$ cat src/hdl/udp_datagram_header_parser_assert.svh
// ---------------------------------------------------------------------------
// Assertion macros for the datagram header parser.
// Each macro expands to a labeled concurrent assertion in simulation and to
// nothing in synthesis.
// ---------------------------------------------------------------------------
`ifndef UDP_DATAGRAM_HEADER_PARSER_ASSERT_SVH
`define UDP_DATAGRAM_HEADER_PARSER_ASSERT_SVH

`ifndef SYNTHESIS

// Checked on every clock edge outside of reset.
`define UDPH_ASSERT(label, prop, msg) \
   label: assert property (@(posedge clock) disable iff (reset) (prop)) \
      else $error(msg);

// Checked on every clock edge, during reset too.
`define UDPH_ASSERT_ALWAYS(label, prop, msg) \
   label: assert property (@(posedge clock) (prop)) else $error(msg);

`else

`define UDPH_ASSERT(label, prop, msg)
`define UDPH_ASSERT_ALWAYS(label, prop, msg)

`endif

`endif

$ cat src/hdl/udph_pkg.sv
// ---------------------------------------------------------------------------
// udph_pkg
// Shared types and constants of the datagram header parser.
// ---------------------------------------------------------------------------
`timescale 1ns / 1ps
`default_nettype none

package udph_pkg;

   // Default bound on the counted bytes of one datagram.
   localparam int unsigned MAX_PACKET_BYTES_DEFAULT = 65535;
   // Default depth of the queue between front and back.
   localparam int unsigned QUEUE_DEPTH_DEFAULT = 4;

   // Reset value of the address length limit.
   localparam logic [15:0] MAX_ADDR_LEN_RESET = 16'd2048;

   // Header layout: byte counts at which the multi-byte fields end, and positions of single bytes.
   localparam logic [15:0] SESSION_END   = 16'd4;
   localparam logic [15:0] PACKET_END    = 16'd6;
   localparam logic [15:0] FRAG_IDX_POS  = 16'd6;
   localparam logic [15:0] FRAG_TOT_POS  = 16'd7;
   localparam logic [15:0] VARINT_POS    = 16'd8;
   localparam logic [15:0] MIN_DGRAM_LEN = 16'd9;
   localparam logic [4:0]  FIXED_HDR_LEN = 5'd8;

   // Result status codes.
   typedef enum logic [1:0] {
      ST_OK     = 2'd0,
      ST_SHORT  = 2'd1,
      ST_TRUNC  = 2'd2,
      ST_FORMAT = 2'd3
   } status_type;

   // One finished datagram as handed from the front to the back.
   typedef struct packed {
      logic [15:0] len;        // saturated byte count
      logic [3:0]  vsize;      // varint size in bytes, zero if not reached
      logic [15:0] vlow;       // low 16 bits of the varint value
      logic        vhigh;      // varint value has bits above bit 15
      logic [31:0] session;    // zero if not reached
      logic [15:0] packet;     // zero if not reached
      logic [7:0]  frag_index; // zero if not reached
      logic [7:0]  frag_total; // zero if not reached
   } rec_type;

endpackage

`default_nettype wire

$ cat src/hdl/udph_front.sv
// ---------------------------------------------------------------------------
// udph_front
// Takes datagram words one byte at a time, collects the header fields and
// the varint, and pushes one record into the queue at the last byte.
// ---------------------------------------------------------------------------
`timescale 1ns / 1ps
`default_nettype none

`include "udp_datagram_header_parser_assert.svh"

module udph_front #(
   parameter int unsigned MAX_PACKET_BYTES = udph_pkg::MAX_PACKET_BYTES_DEFAULT
) (
   input  wire logic             clock,
   input  wire logic             reset,
   input  wire logic             req_valid,
   output logic                  req_stall,
   input  wire logic [7:0]       req_in_byte,
   input  wire logic             req_last_byte,
   input  wire logic             q_full,
   output logic                  q_push,
   output udph_pkg::rec_type     q_rec
);

   logic        accept;
   logic [15:0] pos_ff,     pos_in;
   logic [31:0] session_ff, session_in;
   logic [15:0] packet_ff,  packet_in;
   logic [7:0]  fidx_ff,    fidx_in;
   logic [7:0]  ftot_ff,    ftot_in;
   logic [3:0]  vsize_ff,   vsize_in;
   logic [15:0] vlow_ff,    vlow_in;
   logic        vhigh_ff,   vhigh_in;
   logic        in_varint;

   // The queue full flag holds off every word; it never depends on valid.
   assign req_stall = q_full;
   assign accept    = req_valid && !req_stall;

   // Still inside the varint body when the position is below 8 plus its size.
   assign in_varint = {1'b0, pos_ff} < (17'(udph_pkg::VARINT_POS) + {13'b0, vsize_ff});

   // Fold the current byte into the field that its position selects.
   always_comb begin
      pos_in     = pos_ff;
      session_in = session_ff;
      packet_in  = packet_ff;
      fidx_in    = fidx_ff;
      ftot_in    = ftot_ff;
      vsize_in   = vsize_ff;
      vlow_in    = vlow_ff;
      vhigh_in   = vhigh_ff;
      if (accept && (pos_ff < 16'(MAX_PACKET_BYTES))) begin
         pos_in = pos_ff + 16'd1;
         if (pos_ff < udph_pkg::SESSION_END) begin
            session_in = {session_ff[23:0], req_in_byte};
         end else if (pos_ff < udph_pkg::PACKET_END) begin
            packet_in = {packet_ff[7:0], req_in_byte};
         end else if (pos_ff == udph_pkg::FRAG_IDX_POS) begin
            fidx_in = req_in_byte;
         end else if (pos_ff == udph_pkg::FRAG_TOT_POS) begin
            ftot_in = req_in_byte;
         end else if (pos_ff == udph_pkg::VARINT_POS) begin
            // The top two bits select a size of 1, 2, 4 or 8 bytes.
            vsize_in = 4'd1 << req_in_byte[7:6];
            vlow_in  = {10'b0, req_in_byte[5:0]};
            vhigh_in = 1'b0;
         end else if (in_varint) begin
            // Only whether the value spills past 16 bits matters later.
            vhigh_in = vhigh_ff || (vlow_ff[15:8] != 8'd0);
            vlow_in  = {vlow_ff[7:0], req_in_byte};
         end
      end
   end

   // Record of the finished datagram; fields not reached read as zero.
   always_comb begin
      q_push           = accept && req_last_byte;
      q_rec.len        = pos_in;
      q_rec.vsize      = vsize_in;
      q_rec.vlow       = vlow_in;
      q_rec.vhigh      = vhigh_in;
      q_rec.session    = (pos_in >= udph_pkg::SESSION_END) ? session_in : 32'd0;
      q_rec.packet     = (pos_in >= udph_pkg::PACKET_END) ? packet_in : 16'd0;
      q_rec.frag_index = (pos_in > udph_pkg::FRAG_IDX_POS) ? fidx_in : 8'd0;
      q_rec.frag_total = (pos_in > udph_pkg::FRAG_TOT_POS) ? ftot_in : 8'd0;
   end

   // Per-datagram state clears after the last byte.
   always_ff @(posedge clock) begin
      if (reset || q_push) begin
         pos_ff     <= '0;
         session_ff <= '0;
         packet_ff  <= '0;
         fidx_ff    <= '0;
         ftot_ff    <= '0;
         vsize_ff   <= '0;
         vlow_ff    <= '0;
         vhigh_ff   <= 1'b0;
      end else begin
         pos_ff     <= pos_in;
         session_ff <= session_in;
         packet_ff  <= packet_in;
         fidx_ff    <= fidx_in;
         ftot_ff    <= ftot_in;
         vsize_ff   <= vsize_in;
         vlow_ff    <= vlow_in;
         vhigh_ff   <= vhigh_in;
      end
   end

   `UDPH_ASSERT(a_pos_bounded, pos_ff <= 16'(MAX_PACKET_BYTES), "byte position passed its bound")
   `UDPH_ASSERT(a_pos_clears, q_push |=> (pos_ff == 16'd0), "position not cleared after last word")

endmodule

`default_nettype wire

$ cat src/hdl/udph_queue.sv
// ---------------------------------------------------------------------------
// udph_queue
// Short first-in first-out queue of datagram records between the front and
// the back, so that each side can stall on its own.
// ---------------------------------------------------------------------------
`timescale 1ns / 1ps
`default_nettype none

`include "udp_datagram_header_parser_assert.svh"

module udph_queue #(
   parameter int unsigned QUEUE_DEPTH = udph_pkg::QUEUE_DEPTH_DEFAULT
) (
   input  wire logic              clock,
   input  wire logic              reset,
   input  wire logic              push,
   input  wire udph_pkg::rec_type push_rec,
   output logic                   full,
   output logic                   not_empty,
   input  wire logic              pop,
   output udph_pkg::rec_type      head_rec
);

   localparam int unsigned PTR_W = (QUEUE_DEPTH > 1) ? $clog2(QUEUE_DEPTH) : 1;
   localparam int unsigned CNT_W = $clog2(QUEUE_DEPTH + 1);
   localparam logic [PTR_W-1:0] LAST_PTR = PTR_W'(QUEUE_DEPTH - 1);
   localparam logic [CNT_W-1:0] DEPTH_CNT = CNT_W'(QUEUE_DEPTH);

   udph_pkg::rec_type entries_ff [QUEUE_DEPTH];
   logic [PTR_W-1:0] wr_ptr_ff, wr_ptr_in;
   logic [PTR_W-1:0] rd_ptr_ff, rd_ptr_in;
   logic [CNT_W-1:0] count_ff,  count_in;
   logic             do_push;
   logic             do_pop;

   assign full      = (count_ff == DEPTH_CNT);
   assign not_empty = (count_ff != '0);
   assign do_push   = push && !full;
   assign do_pop    = pop && not_empty;
   assign head_rec  = entries_ff[rd_ptr_ff];

   // Pointer and fill count updates.
   always_comb begin
      wr_ptr_in = wr_ptr_ff;
      rd_ptr_in = rd_ptr_ff;
      count_in  = count_ff;
      if (do_push) begin
         wr_ptr_in = (wr_ptr_ff == LAST_PTR) ? '0 : wr_ptr_ff + PTR_W'(1);
      end
      if (do_pop) begin
         rd_ptr_in = (rd_ptr_ff == LAST_PTR) ? '0 : rd_ptr_ff + PTR_W'(1);
      end
      if (do_push && !do_pop) begin
         count_in = count_ff + CNT_W'(1);
      end else if (do_pop && !do_push) begin
         count_in = count_ff - CNT_W'(1);
      end
   end

   always_ff @(posedge clock) begin
      if (reset) begin
         wr_ptr_ff <= '0;
         rd_ptr_ff <= '0;
         count_ff  <= '0;
      end else begin
         wr_ptr_ff <= wr_ptr_in;
         rd_ptr_ff <= rd_ptr_in;
         count_ff  <= count_in;
      end
   end

   // Record storage needs no reset.
   always_ff @(posedge clock) begin
      if (do_push) begin
         entries_ff[wr_ptr_ff] <= push_rec;
      end
   end

   `UDPH_ASSERT(a_count_bounded, count_ff <= DEPTH_CNT, "queue fill count above depth")

endmodule

`default_nettype wire

$ cat src/hdl/udph_back.sv
// ---------------------------------------------------------------------------
// udph_back
// Classifies each queued datagram record, updates the running counters and
// holds the result word in the output register.
// ---------------------------------------------------------------------------
`timescale 1ns / 1ps
`default_nettype none

`include "udp_datagram_header_parser_assert.svh"

module udph_back (
   input  wire logic              clock,
   input  wire logic              reset,
   input  wire logic              csr_wr_en,
   input  wire logic [15:0]       csr_wr_data,
   input  wire logic              q_not_empty,
   input  wire udph_pkg::rec_type q_head,
   output logic                   q_pop,
   output logic                   rsp_valid,
   input  wire logic              rsp_stall,
   output logic [1:0]             rsp_status,
   output logic [31:0]            rsp_session_tag,
   output logic [15:0]            rsp_packet_seq,
   output logic [7:0]             rsp_frag_index,
   output logic [7:0]             rsp_frag_total,
   output logic [4:0]             rsp_addr_offset,
   output logic [15:0]            rsp_addr_length,
   output logic [15:0]            rsp_data_length,
   output logic [31:0]            rsp_good_count,
   output logic [31:0]            rsp_short_err_count,
   output logic [31:0]            rsp_bounds_err_count,
   output logic [31:0]            rsp_format_err_count
);

   logic [15:0]          max_addr_len_ff;
   logic                 rsp_valid_ff;
   udph_pkg::status_type status_ff, status_in;
   logic [31:0]          session_ff;
   logic [15:0]          packet_ff;
   logic [7:0]           fidx_ff;
   logic [7:0]           ftot_ff;
   logic [4:0]           off_ff, off_in;
   logic [15:0]          alen_ff, alen_in;
   logic [15:0]          dlen_ff, dlen_in;
   logic [31:0]          good_ff, short_ff, bounds_ff, format_ff;
   logic [4:0]           hdr_end;
   logic [16:0]          addr_end;
   logic                 value_bad;

   // Address length limit register.
   always_ff @(posedge clock) begin
      if (reset) begin
         max_addr_len_ff <= udph_pkg::MAX_ADDR_LEN_RESET;
      end else if (csr_wr_en) begin
         max_addr_len_ff <= csr_wr_data;
      end
   end

   // Take the head record whenever the output register is free or draining.
   assign q_pop = q_not_empty && (!rsp_valid_ff || !rsp_stall);

   // Status decision for the head record, checked in order of priority.
   always_comb begin
      hdr_end   = udph_pkg::FIXED_HDR_LEN + {1'b0, q_head.vsize};
      addr_end  = {12'b0, hdr_end} + {1'b0, q_head.vlow};
      value_bad = q_head.vhigh || (q_head.vlow == 16'd0) || (q_head.vlow > max_addr_len_ff);
      off_in    = '0;
      alen_in   = '0;
      dlen_in   = '0;
      if (q_head.len < udph_pkg::MIN_DGRAM_LEN) begin
         status_in = udph_pkg::ST_SHORT;
      end else if (q_head.len < {11'b0, hdr_end}) begin
         status_in = udph_pkg::ST_TRUNC;
      end else if (value_bad) begin
         status_in = udph_pkg::ST_FORMAT;
      end else if ({1'b0, q_head.len} <= addr_end) begin
         status_in = udph_pkg::ST_FORMAT;
      end else begin
         status_in = udph_pkg::ST_OK;
         off_in    = hdr_end;
         alen_in   = q_head.vlow;
         dlen_in   = q_head.len - addr_end[15:0];
      end
   end

   // Control state: result valid and the four running counters.
   always_ff @(posedge clock) begin
      if (reset) begin
         rsp_valid_ff <= 1'b0;
         good_ff      <= '0;
         short_ff     <= '0;
         bounds_ff    <= '0;
         format_ff    <= '0;
      end else begin
         if (q_pop) begin
            rsp_valid_ff <= 1'b1;
            case (status_in)
               udph_pkg::ST_OK:    good_ff   <= good_ff + 32'd1;
               udph_pkg::ST_SHORT: short_ff  <= short_ff + 32'd1;
               udph_pkg::ST_TRUNC: bounds_ff <= bounds_ff + 32'd1;
               default:            format_ff <= format_ff + 32'd1;
            endcase
         end else if (!rsp_stall) begin
            rsp_valid_ff <= 1'b0;
         end
      end
   end

   // Result payload register.
   always_ff @(posedge clock) begin
      if (q_pop) begin
         status_ff  <= status_in;
         session_ff <= q_head.session;
         packet_ff  <= q_head.packet;
         fidx_ff    <= q_head.frag_index;
         ftot_ff    <= q_head.frag_total;
         off_ff     <= off_in;
         alen_ff    <= alen_in;
         dlen_ff    <= dlen_in;
      end
   end

   assign rsp_valid            = rsp_valid_ff;
   assign rsp_status           = status_ff;
   assign rsp_session_tag      = session_ff;
   assign rsp_packet_seq       = packet_ff;
   assign rsp_frag_index       = fidx_ff;
   assign rsp_frag_total       = ftot_ff;
   assign rsp_addr_offset      = off_ff;
   assign rsp_addr_length      = alen_ff;
   assign rsp_data_length      = dlen_ff;
   assign rsp_good_count       = good_ff;
   assign rsp_short_err_count  = short_ff;
   assign rsp_bounds_err_count = bounds_ff;
   assign rsp_format_err_count = format_ff;

   `UDPH_ASSERT(a_one_counter,
      q_pop |=> ($countones({good_ff != $past(good_ff), short_ff != $past(short_ff),
         bounds_ff != $past(bounds_ff), format_ff != $past(format_ff)}) == 1),
      "result did not advance exactly one counter")
   `UDPH_ASSERT(a_ok_offset, (rsp_valid_ff && (status_ff == udph_pkg::ST_OK)) |-> (off_ff >= 5'd9), "good datagram without address offset")

endmodule

`default_nettype wire

$ cat src/hdl/udp_datagram_header_parser.sv
// ---------------------------------------------------------------------------
// udp_datagram_header_parser
// Byte-wide datagram header parser with status and running counters.
// ---------------------------------------------------------------------------
// The parser takes one datagram byte per clock cycle while req_stall is low,
// with req_last_byte marking the final byte, and gives one result word per
// datagram: status, session and packet ids, fragment index and total, the
// address offset and length decoded from the varint, the data length and
// four wrapping counters. Each record passes through the queue into the
// result register, where rsp_valid rises, as long as that is free. A
// four-record queue sits between the byte front end and the classifying
// back end, so req_stall rises only when that queue is full, which happens
// only while rsp_stall holds results back. Write csr_wr_data (the largest
// accepted address length, 2048 after reset) only while no datagram is in
// flight.
// ---------------------------------------------------------------------------
`timescale 1ns / 1ps
`default_nettype none

module udp_datagram_header_parser #(
   parameter int unsigned MAX_PACKET_BYTES = udph_pkg::MAX_PACKET_BYTES_DEFAULT,
   parameter int unsigned QUEUE_DEPTH      = udph_pkg::QUEUE_DEPTH_DEFAULT
) (
   input  wire logic        clock,
   input  wire logic        reset,
   input  wire logic        csr_wr_en,
   input  wire logic [15:0] csr_wr_data,
   input  wire logic        req_valid,
   output logic             req_stall,
   input  wire logic [7:0]  req_in_byte,
   input  wire logic        req_last_byte,
   output logic             rsp_valid,
   input  wire logic        rsp_stall,
   output logic [1:0]       rsp_status,
   output logic [31:0]      rsp_session_tag,
   output logic [15:0]      rsp_packet_seq,
   output logic [7:0]       rsp_frag_index,
   output logic [7:0]       rsp_frag_total,
   output logic [4:0]       rsp_addr_offset,
   output logic [15:0]      rsp_addr_length,
   output logic [15:0]      rsp_data_length,
   output logic [31:0]      rsp_good_count,
   output logic [31:0]      rsp_short_err_count,
   output logic [31:0]      rsp_bounds_err_count,
   output logic [31:0]      rsp_format_err_count
);

   logic              q_full;
   logic              q_push;
   logic              q_not_empty;
   logic              q_pop;
   udph_pkg::rec_type q_push_rec;
   udph_pkg::rec_type q_head_rec;

   // Byte front end.
   udph_front #(
      .MAX_PACKET_BYTES(MAX_PACKET_BYTES)
   ) u_front (
      .clock         (clock),
      .reset         (reset),
      .req_valid     (req_valid),
      .req_stall     (req_stall),
      .req_in_byte   (req_in_byte),
      .req_last_byte (req_last_byte),
      .q_full        (q_full),
      .q_push        (q_push),
      .q_rec         (q_push_rec)
   );

   // Record queue.
   udph_queue #(
      .QUEUE_DEPTH(QUEUE_DEPTH)
   ) u_queue (
      .clock     (clock),
      .reset     (reset),
      .push      (q_push),
      .push_rec  (q_push_rec),
      .full      (q_full),
      .not_empty (q_not_empty),
      .pop       (q_pop),
      .head_rec  (q_head_rec)
   );

   // Classifier, counters and result register.
   udph_back u_back (
      .clock                (clock),
      .reset                (reset),
      .csr_wr_en            (csr_wr_en),
      .csr_wr_data          (csr_wr_data),
      .q_not_empty          (q_not_empty),
      .q_head               (q_head_rec),
      .q_pop                (q_pop),
      .rsp_valid            (rsp_valid),
      .rsp_stall            (rsp_stall),
      .rsp_status           (rsp_status),
      .rsp_session_tag      (rsp_session_tag),
      .rsp_packet_seq       (rsp_packet_seq),
      .rsp_frag_index       (rsp_frag_index),
      .rsp_frag_total       (rsp_frag_total),
      .rsp_addr_offset      (rsp_addr_offset),
      .rsp_addr_length      (rsp_addr_length),
      .rsp_data_length      (rsp_data_length),
      .rsp_good_count       (rsp_good_count),
      .rsp_short_err_count  (rsp_short_err_count),
      .rsp_bounds_err_count (rsp_bounds_err_count),
      .rsp_format_err_count (rsp_format_err_count)
   );

endmodule

`default_nettype wire
$ cat config.mk
export PLATFORM = sky130hd
export DESIGN_NAME = udp_datagram_header_parser
export DESIGN_NICKNAME = d
export VERILOG_FILES = /design/src/hdl/udph_pkg.sv /design/src/hdl/udph_front.sv /design/src/hdl/udph_queue.sv /design/src/hdl/udph_back.sv /design/src/hdl/udp_datagram_header_parser.sv
export VERILOG_INCLUDE_DIRS = /design/src /design/src/hdl
export SDC_FILE = /design/constraint.sdc
export NUM_CORES = 1
export LEC_CHECK = 0
export BUFFER_PORTS_ARGS = -buffer_cell sky130_fd_sc_hd__buf_2
export CAP_MARGIN = 20
export CORE_MARGIN = 2
export CORE_UTILIZATION = 60
export CTS_CLUSTER_SIZE = 40
export DETAILED_ROUTE_END_ITERATION = 10
export PLACE_DENSITY_LB_ADDON = 0.15
export RECOVER_POWER = 25
export SYNTH_ARGS = -nofsm -noshare
export SYNTH_HDL_FRONTEND = slang
export SYNTH_HIERARCHICAL = 1
export SYNTH_SLANG_ARGS = --single-unit
$ cat constraint.sdc
create_clock -name clock -period 6.6 [get_ports clock]
set_clock_uncertainty 0.15 [all_clocks]
set_input_delay 0.99 -clock clock [delete_from_list [all_inputs] [get_ports clock]]
set_output_delay 0.99 -clock clock [all_outputs]
set_load 0.1 [all_outputs]
==> results of run 1 <==
-- report_power, final --
part	internal, mW	switching, mW	total, mW	leakage (nW)
combinational	1.13	4.11	5.25	4.00
clock	2.50	1.81	4.31	1.24
sequential	5.73	0.217	5.95	6.80
total	9.37	6.14	15.5	12.0
-- cells in the final DEF, fill, tap and decap left out, drive strengths merged, types with 30 or more instances in the layout --
master / instances
edfxtp: 507
nand4: 38
mux2: 38
nand2: 88
buf: 54
dfxtp: 255
xnor2: 49
ha: 57
inv: 71
nor3: 52
mux2i: 95
clkbuf: 345
and3: 30
nor4: 52
nor2b: 30
o21ai: 41
and2: 43
a21oi: 119
nor2: 252
mux4: 101
nand3: 62
-- cell type report --
cell class / instances / area, sq um / share of cell area
antenna: 2 / 5.005 / 0.0001378
clock buffer: 111 / 2206 / 0.06074
clock inverter: 29 / 329.1 / 0.009061
inverter: 73 / 280.3 / 0.007717
multi-input combinational: 1411 / 11020 / 0.3034
sequential: 762 / 20340 / 0.5600
tap: 696 / 870.8 / 0.02398
timing repair buffer: 288 / 1270 / 0.03497
-- critical path: stages, from the launching register on --
cell	delay, ns
dfxtp_4	0.58
clkbuf_1	1.49
mux4_2	0.71
ha_1	0.42
and3_1	0.26
nand3_1	0.11
o311ai_2	0.15
or2_1	0.26
buf_4	0.29
or4_1	0.85
a211oi_1	0.31
-- metal layers --
layer  vias to the layer above  wire (microns)
li1                       9443               -
met3                       139            4630
met4                         0            2100
met2                       667           35040
met5                         -               0
met1                     10110           29920
-- flip-flops by register name, summed over array words and instances, names as in the netlist, 32 cells and up, named ones only --
| name | cells |
|---|---|
| u_back/rsp_bounds_err_count | 32 |
| u_front/session_ff | 32 |
| u_back/rsp_short_err_count | 32 |
| u_back/rsp_format_err_count | 32 |
| u_queue/entries_ff | 404 |
| u_back/rsp_good_count | 32 |
| u_back/rsp_session_tag | 32 |
-- through the flow --
stage               utilization  setup slack, ns  instances  power, mW  hold slack [ns]
CTS                      0.6845           0.7962       3369      15.70           0.3364
floorplan                     -            1.491       2372      10.37           0.3093
detailed placement       0.6371           0.8289       3229      11.38           0.3286
global route             0.6789           0.2860       3372      16.12           0.3763
finish                   0.6789           0.8162       3372      15.51           0.3388
global placement         0.6371           0.9085       3229      11.34           0.3144
-- path summary, 6_finish.rpt --
check                                                              endpoint  slack [ns]
worst min register to register  u_back/rsp_short_err_count[31]$_SDFFE_PP0P_        0.34
worst min-delay path            u_back/rsp_short_err_count[31]$_SDFFE_PP0P_        0.34
worst max register to register     u_back/rsp_data_length[10]$_SDFFCE_PP0P_        0.82
worst max-delay path               u_back/rsp_data_length[10]$_SDFFCE_PP0P_        0.82
-- cells in the mapped netlist, types with 49 or more instances --
cell type / number / area, sq um
mux4_2: 101 / 2275
inv_1: 70 / 262.8
dfxtp_1: 255 / 5105
a21oi_1: 109 / 545.5
nand3_1: 62 / 310.3
edfxtp_1: 507 / 15220
mux2i_1: 95 / 950.9
ha_1: 57 / 713.2
nand2_1: 88 / 330.3
nor2_1: 251 / 942.2
xnor2_1: 49 / 429.2
clkbuf_1: 59 / 221.5
-- cells by family (layout without fill, tap and decap cells) --
group,after synthesis,in the layout,share of synthesized area
fa+ha+maj,60,60,0.02396
buf+inv,199,501,0.02985
xor+xnor,77,77,0.02089
mux,234,234,0.1132
compound gates,293,293,0.06109
simple gates,747,747,0.1212
other cells,0,2,0
flops,762,762,0.6298
==> results.toml, run 1 <==
[run_status]
status = "complete, but fails checks"
violations = "max-capacitance violations, max-slew violations"

[floorplanning]
rows = 85
dieArea_sq_mm = 0.05567
dieWidth_microns = 235.9
fp.dieH_microns = 235.9
io-pin-count = 263
coreArea_sq_mm = 0.05350
start_util = 0.6034

[clock_network]
postCtsSetupBuffers = 0
clk_pin_slew_worst_paths_ns = 0.06
cts_tree = "yes"
clockBufferDepth = 3
cts_buffers = 76
cts_sinks = 762
clockRootBuffer = "clkbuf_16"
post_cts_resize_count = 0
htree_levels = 3
clk-insertion-delay-late_ns = 0.61
postCtsHoldBufs = 0

[timing]
worst_slew_pin_slew_ns = 2.392
fin_crit_sh = 0.8763
slew_headroom = -0.5943
rsz0062_at_grt = "false"
hold_viol = 0
max_clock_freq_mhz = 172.9
fin_crit_ns = 5.784
finalSetupViolCount = 0
fin_setup_tns_ns = 0
slew_violations = 104

[critical_path]
cp-start-kind = "flip-flop"
cp.required_ns = 6.88
critical_path.max_fanout = 56
end_kind = "flip-flop"
crit_type = "reg -> reg"
reg2reg_depth = 10
arrival_ns = 6.06

[cells_and_area]
syn_to_final_growth_pct = 12.51
post-route-cell-area_sq_mm = 0.03632
nets = 2702
fillers = 3890
drive_gt1_frac = 0.1414

[logic_synthesis]
ys.flop_type = "edfxtp_1"
synth-seq-area-share = 0.6298
postSynthCellCount = 2372
yosysUniqueCellTypes = 87
yosysWarningCount = 6
syn_area_sq_mm = 0.03228
synth-seq-cells = 762
syn-num-nets = 2462
avgSynthCellArea_sq_um = 13.61
async_flop_share = 0
synth_edf_count = 507

[global_route]
grt_pass1_wl_microns = 112500
use_met2 = 0.4323
grt_max_degree = 104
grt-ovfl-total = 0
grt_util_met3 = 0.04342
top_usage_layer = "met2"
use_met1 = 0.3441
antenna_found_initial = 2
grtUsageTotal = 0.2575
first_global_vias = 20180

[placement]
routabilityCongestion = 0.8827
place_area_sq_mm = 0.03408
hpwlAfterDp_microns = 45760
port_buffers = 262

[min_path]
hp-start = "u_back/rsp_short_err_count[31]$_SDFFE_PP0P_"
hp-class = "reg -> reg"
whs_path_depth = 2

[power_and_ir_drop]
max-vdd-ir-drop_mv = 0.3737
cellPowerDensity_mw_per_mm2 = 427.0
p_leak_nw = 12.04

[routing]
dr.pass1.iters = 5
drt-total-wl_microns = 71700
wl_per_cell_microns = 21.26
via_count = 20360
drt_iter0_drc = 1475
drcViolationCount = 0
ant_nets = 0
vias_per_cell = 6.038

[flow_run]
cap_viol_max_count = 3
(Power assumes the default switching activity.)
==> run 2: changes to the inputs <==
--- a/config.mk
+++ b/config.mk
@@ -13,7 +13,6 @@
 export CTS_CLUSTER_SIZE = 40
 export DETAILED_ROUTE_END_ITERATION = 10
 export PLACE_DENSITY_LB_ADDON = 0.15
-export RECOVER_POWER = 25
 export SYNTH_ARGS = -nofsm -noshare
 export SYNTH_HDL_FRONTEND = slang
 export SYNTH_HIERARCHICAL = 1
==> results.toml, run 2 (synthesized netlist as in run 1, its figures left out) <==
[critical_path]
reg2reg_depth = 18
crit_type = "reg -> reg"
arrival_ns = 6.03
reg2reg_slack_ns = 0.85
timing.rr.end = "u_back/rsp_data_length[10]$_SDFFCE_PP0P_"
crit_family = "simple AND/OR/NAND/NOR gates"
crit_slowest_cell = "or4_1"
end_kind = "flip-flop"
cp_cell_sequence = "buf_4 -> mux4_2 -> ha_1 -> o21ai_0 -> nor2_1 -> o21bai_2 -> nor2_1 -> nand3_1 -> xor2_1 -> ha_1 -> nand4_1 -> nor2_1 -> nand3_1 -> o311ai_2 -> or2_1 -> buf_4 -> or4_1 -> a211oi_1"
cp_slowest_stage_delay_ns = 0.85
worst-path-buf-inv = 2
critPathMostFrequentCell = "nor2_1"
cp-start-kind = "flip-flop"
critical_path.max_fanout = 56
cp.required_ns = 6.88

[timing]
finalSetupViolCount = 0
fin_setup_tns_ns = 0
slew_headroom = 0.3338
slew_violations = 0
worst_slew_pin_slew_ns = 0.9993
hold_slack_ns = 0.3354
max_clock_freq_mhz = 173.8
fin_crit_ns = 5.754
fin_crit_sh = 0.8719
hold_viol = 0
rsz0062_at_grt = "false"

[floorplanning]
fp.dieH_microns = 235.9
dieWidth_microns = 235.9
start_util = 0.6034
rows = 85
coreArea_sq_mm = 0.05350
io-pin-count = 263
dieArea_sq_mm = 0.05567

[clock_network]
postCtsSetupBuffers = 0
postCtsHoldBufs = 0
clk-insertion-delay-late_ns = 0.62
htree_levels = 3
clockBufferDepth = 3
cts_buffers = 76
cts_tree = "yes"
post_cts_resize_count = 0
clockRootBuffer = "clkbuf_16"
clk_pin_slew_worst_paths_ns = 0.06
cts_sinks = 762

[min_path]
holdPathEnd = "u_back/rsp_short_err_count[31]$_SDFFE_PP0P_"
hp-start = "u_back/rsp_short_err_count[31]$_SDFFE_PP0P_"
whs_path_depth = 2
hp-class = "reg -> reg"

[routing]
vias_per_cell = 6.048
via_count = 20390
drt_iter0_drc = 1471
ant_nets = 0
drt-total-wl_microns = 71670
dr.pass1.iters = 5
wl_per_cell_microns = 21.25
drcViolationCount = 0

[cells_and_area]
nets = 2702
final_cell_mix = "507 x edfxtp_1, 261 x buf_2, 253 x dfxtp_1, 250 x nor2_1, 109 x a21oi_1"
largest_reg_flops = 404
drive_gt1_frac = 0.2292
top_register = "u_queue/entries_ff"
syn_to_final_growth_pct = 13.50
final_common_cell = "edfxtp_1"
final_cells = 3372

[power_and_ir_drop]
clock_power_share = 0.277
seq_power_share = 0.380
cellPowerDensity_mw_per_mm2 = 425.5
combPwrFrac = 0.343
intPower_mw = 9.449
p_total_mw = 15.59
max-vdd-ir-drop_mv = 0.3761
swShare = 0.3938
p_switching_mw = 6.138
p_leak_nw = 12.94

[placement]
port_buffers = 262
hpwlAfterDp_microns = 45760
placed_cells = 3229
routabilityCongestion = 0.8827

[global_route]
first_global_vias = 20180
grtUsageTotal = 0.2575
grt_pass1_wl_microns = 112500
antenna_found_initial = 2
grt_max_degree = 104
grt-ovfl-total = 0

[run_status]
status = "finished, final reports clean"

[flow_run]
cap_viol_max_count = 0
-- run 2: changes by cell type in the layout (fill, tap and decap cells not counted), sizes merged --
cell | previous run | this run
buf | 54 | 288
clkbuf | 345 | 111
clkinvlp | 6 | 3
bufinv | 4 | 5
clkinv | 21 | 22
inv | 71 | 72
-- run 2: power by group through the flow --
| stage | Combinational [mW] | Sequential (mW) | Clock (mW) |
|---|---|---|---|
| after floorplan | 2.17 | 8.21 | 0 |
| after global placement | 5.32 | 6.01 | 0 |
| after detailed placement | 5.36 | 6.02 | 0 |
| after CTS | 5.37 | 5.93 | 4.40 |
| after global routing | 5.64 | 5.97 | 4.58 |
| final | 5.35 | 5.93 | 4.31 |
-- run 2: worst max-delay path by stage --
stage / from / to / slack [ns] / cells after the start
2_1_floorplan: rsp_stall / u_back/rsp_good_count[22]$_SDFFE_PP0P_ / 1.49 / 10
3_3_place_gp: flip-flop / u_back/rsp_data_length[3]$_SDFFCE_PP0P_ / 0.91 / 18
3_5_place_dp: flip-flop / u_back/rsp_data_length[10]$_SDFFCE_PP0P_ / 0.83 / 18
4_1_cts: flip-flop / u_back/rsp_data_length[10]$_SDFFCE_PP0P_ / 0.80 / 18
5_1_grt: flip-flop / u_back/rsp_data_length[3]$_SDFFCE_PP0P_ / 0.43 / 18
6_report: flip-flop / u_back/rsp_data_length[10]$_SDFFCE_PP0P_ / 0.85 / 18
-- run 2: metrics by stage --
stage                       util  setup WS [ns]  cell area (sq um)
after floorplan                -          1.491              32280
after global placement    0.6371         0.9085              34080
after detailed placement  0.6371         0.8289              34080
after CTS                 0.6845         0.7962              36620
after global routing      0.6849         0.4273              36640
final                     0.6849         0.8458              36640
-- run 2: worst register-to-register path, cell delays in order, from the launching register on --
cell and delay [ns]:
dfxtp_4 0.58, buf_4 0.45, mux4_2 0.65, ha_1 0.36
o21ai_0 0.14, nor2_1 0.17, o21bai_2 0.13, nor2_1 0.18
nand3_1 0.12, xor2_1 0.16, ha_1 0.34, nand4_1 0.13
nor2_1 0.05, nand3_1 0.09, o311ai_2 0.15, or2_1 0.26
buf_4 0.29, or4_1 0.85, a211oi_1 0.31
-- run 2: cell type report --
type / instances / area [sq um]
inverters: 73 / 295.3
fillers: 3780 / 16860
well taps: 696 / 870.8
multi-input cells: 1411 / 11020
clock buffers: 111 / 2206
flip-flops and latches: 762 / 20340
repair buffers: 288 / 1570
diodes: 2 / 5.005
clock inverters: 29 / 329.1
-- run 2: metal layers --
layer	share of wire	GRT usage	vias to the layer above
met4	0.029	0.08473	0
met3	0.059	0.04342	138
met5	0	0	-
met2	0.49	0.4323	638
met1	0.42	0.3441	10150
li1	-	-	9467
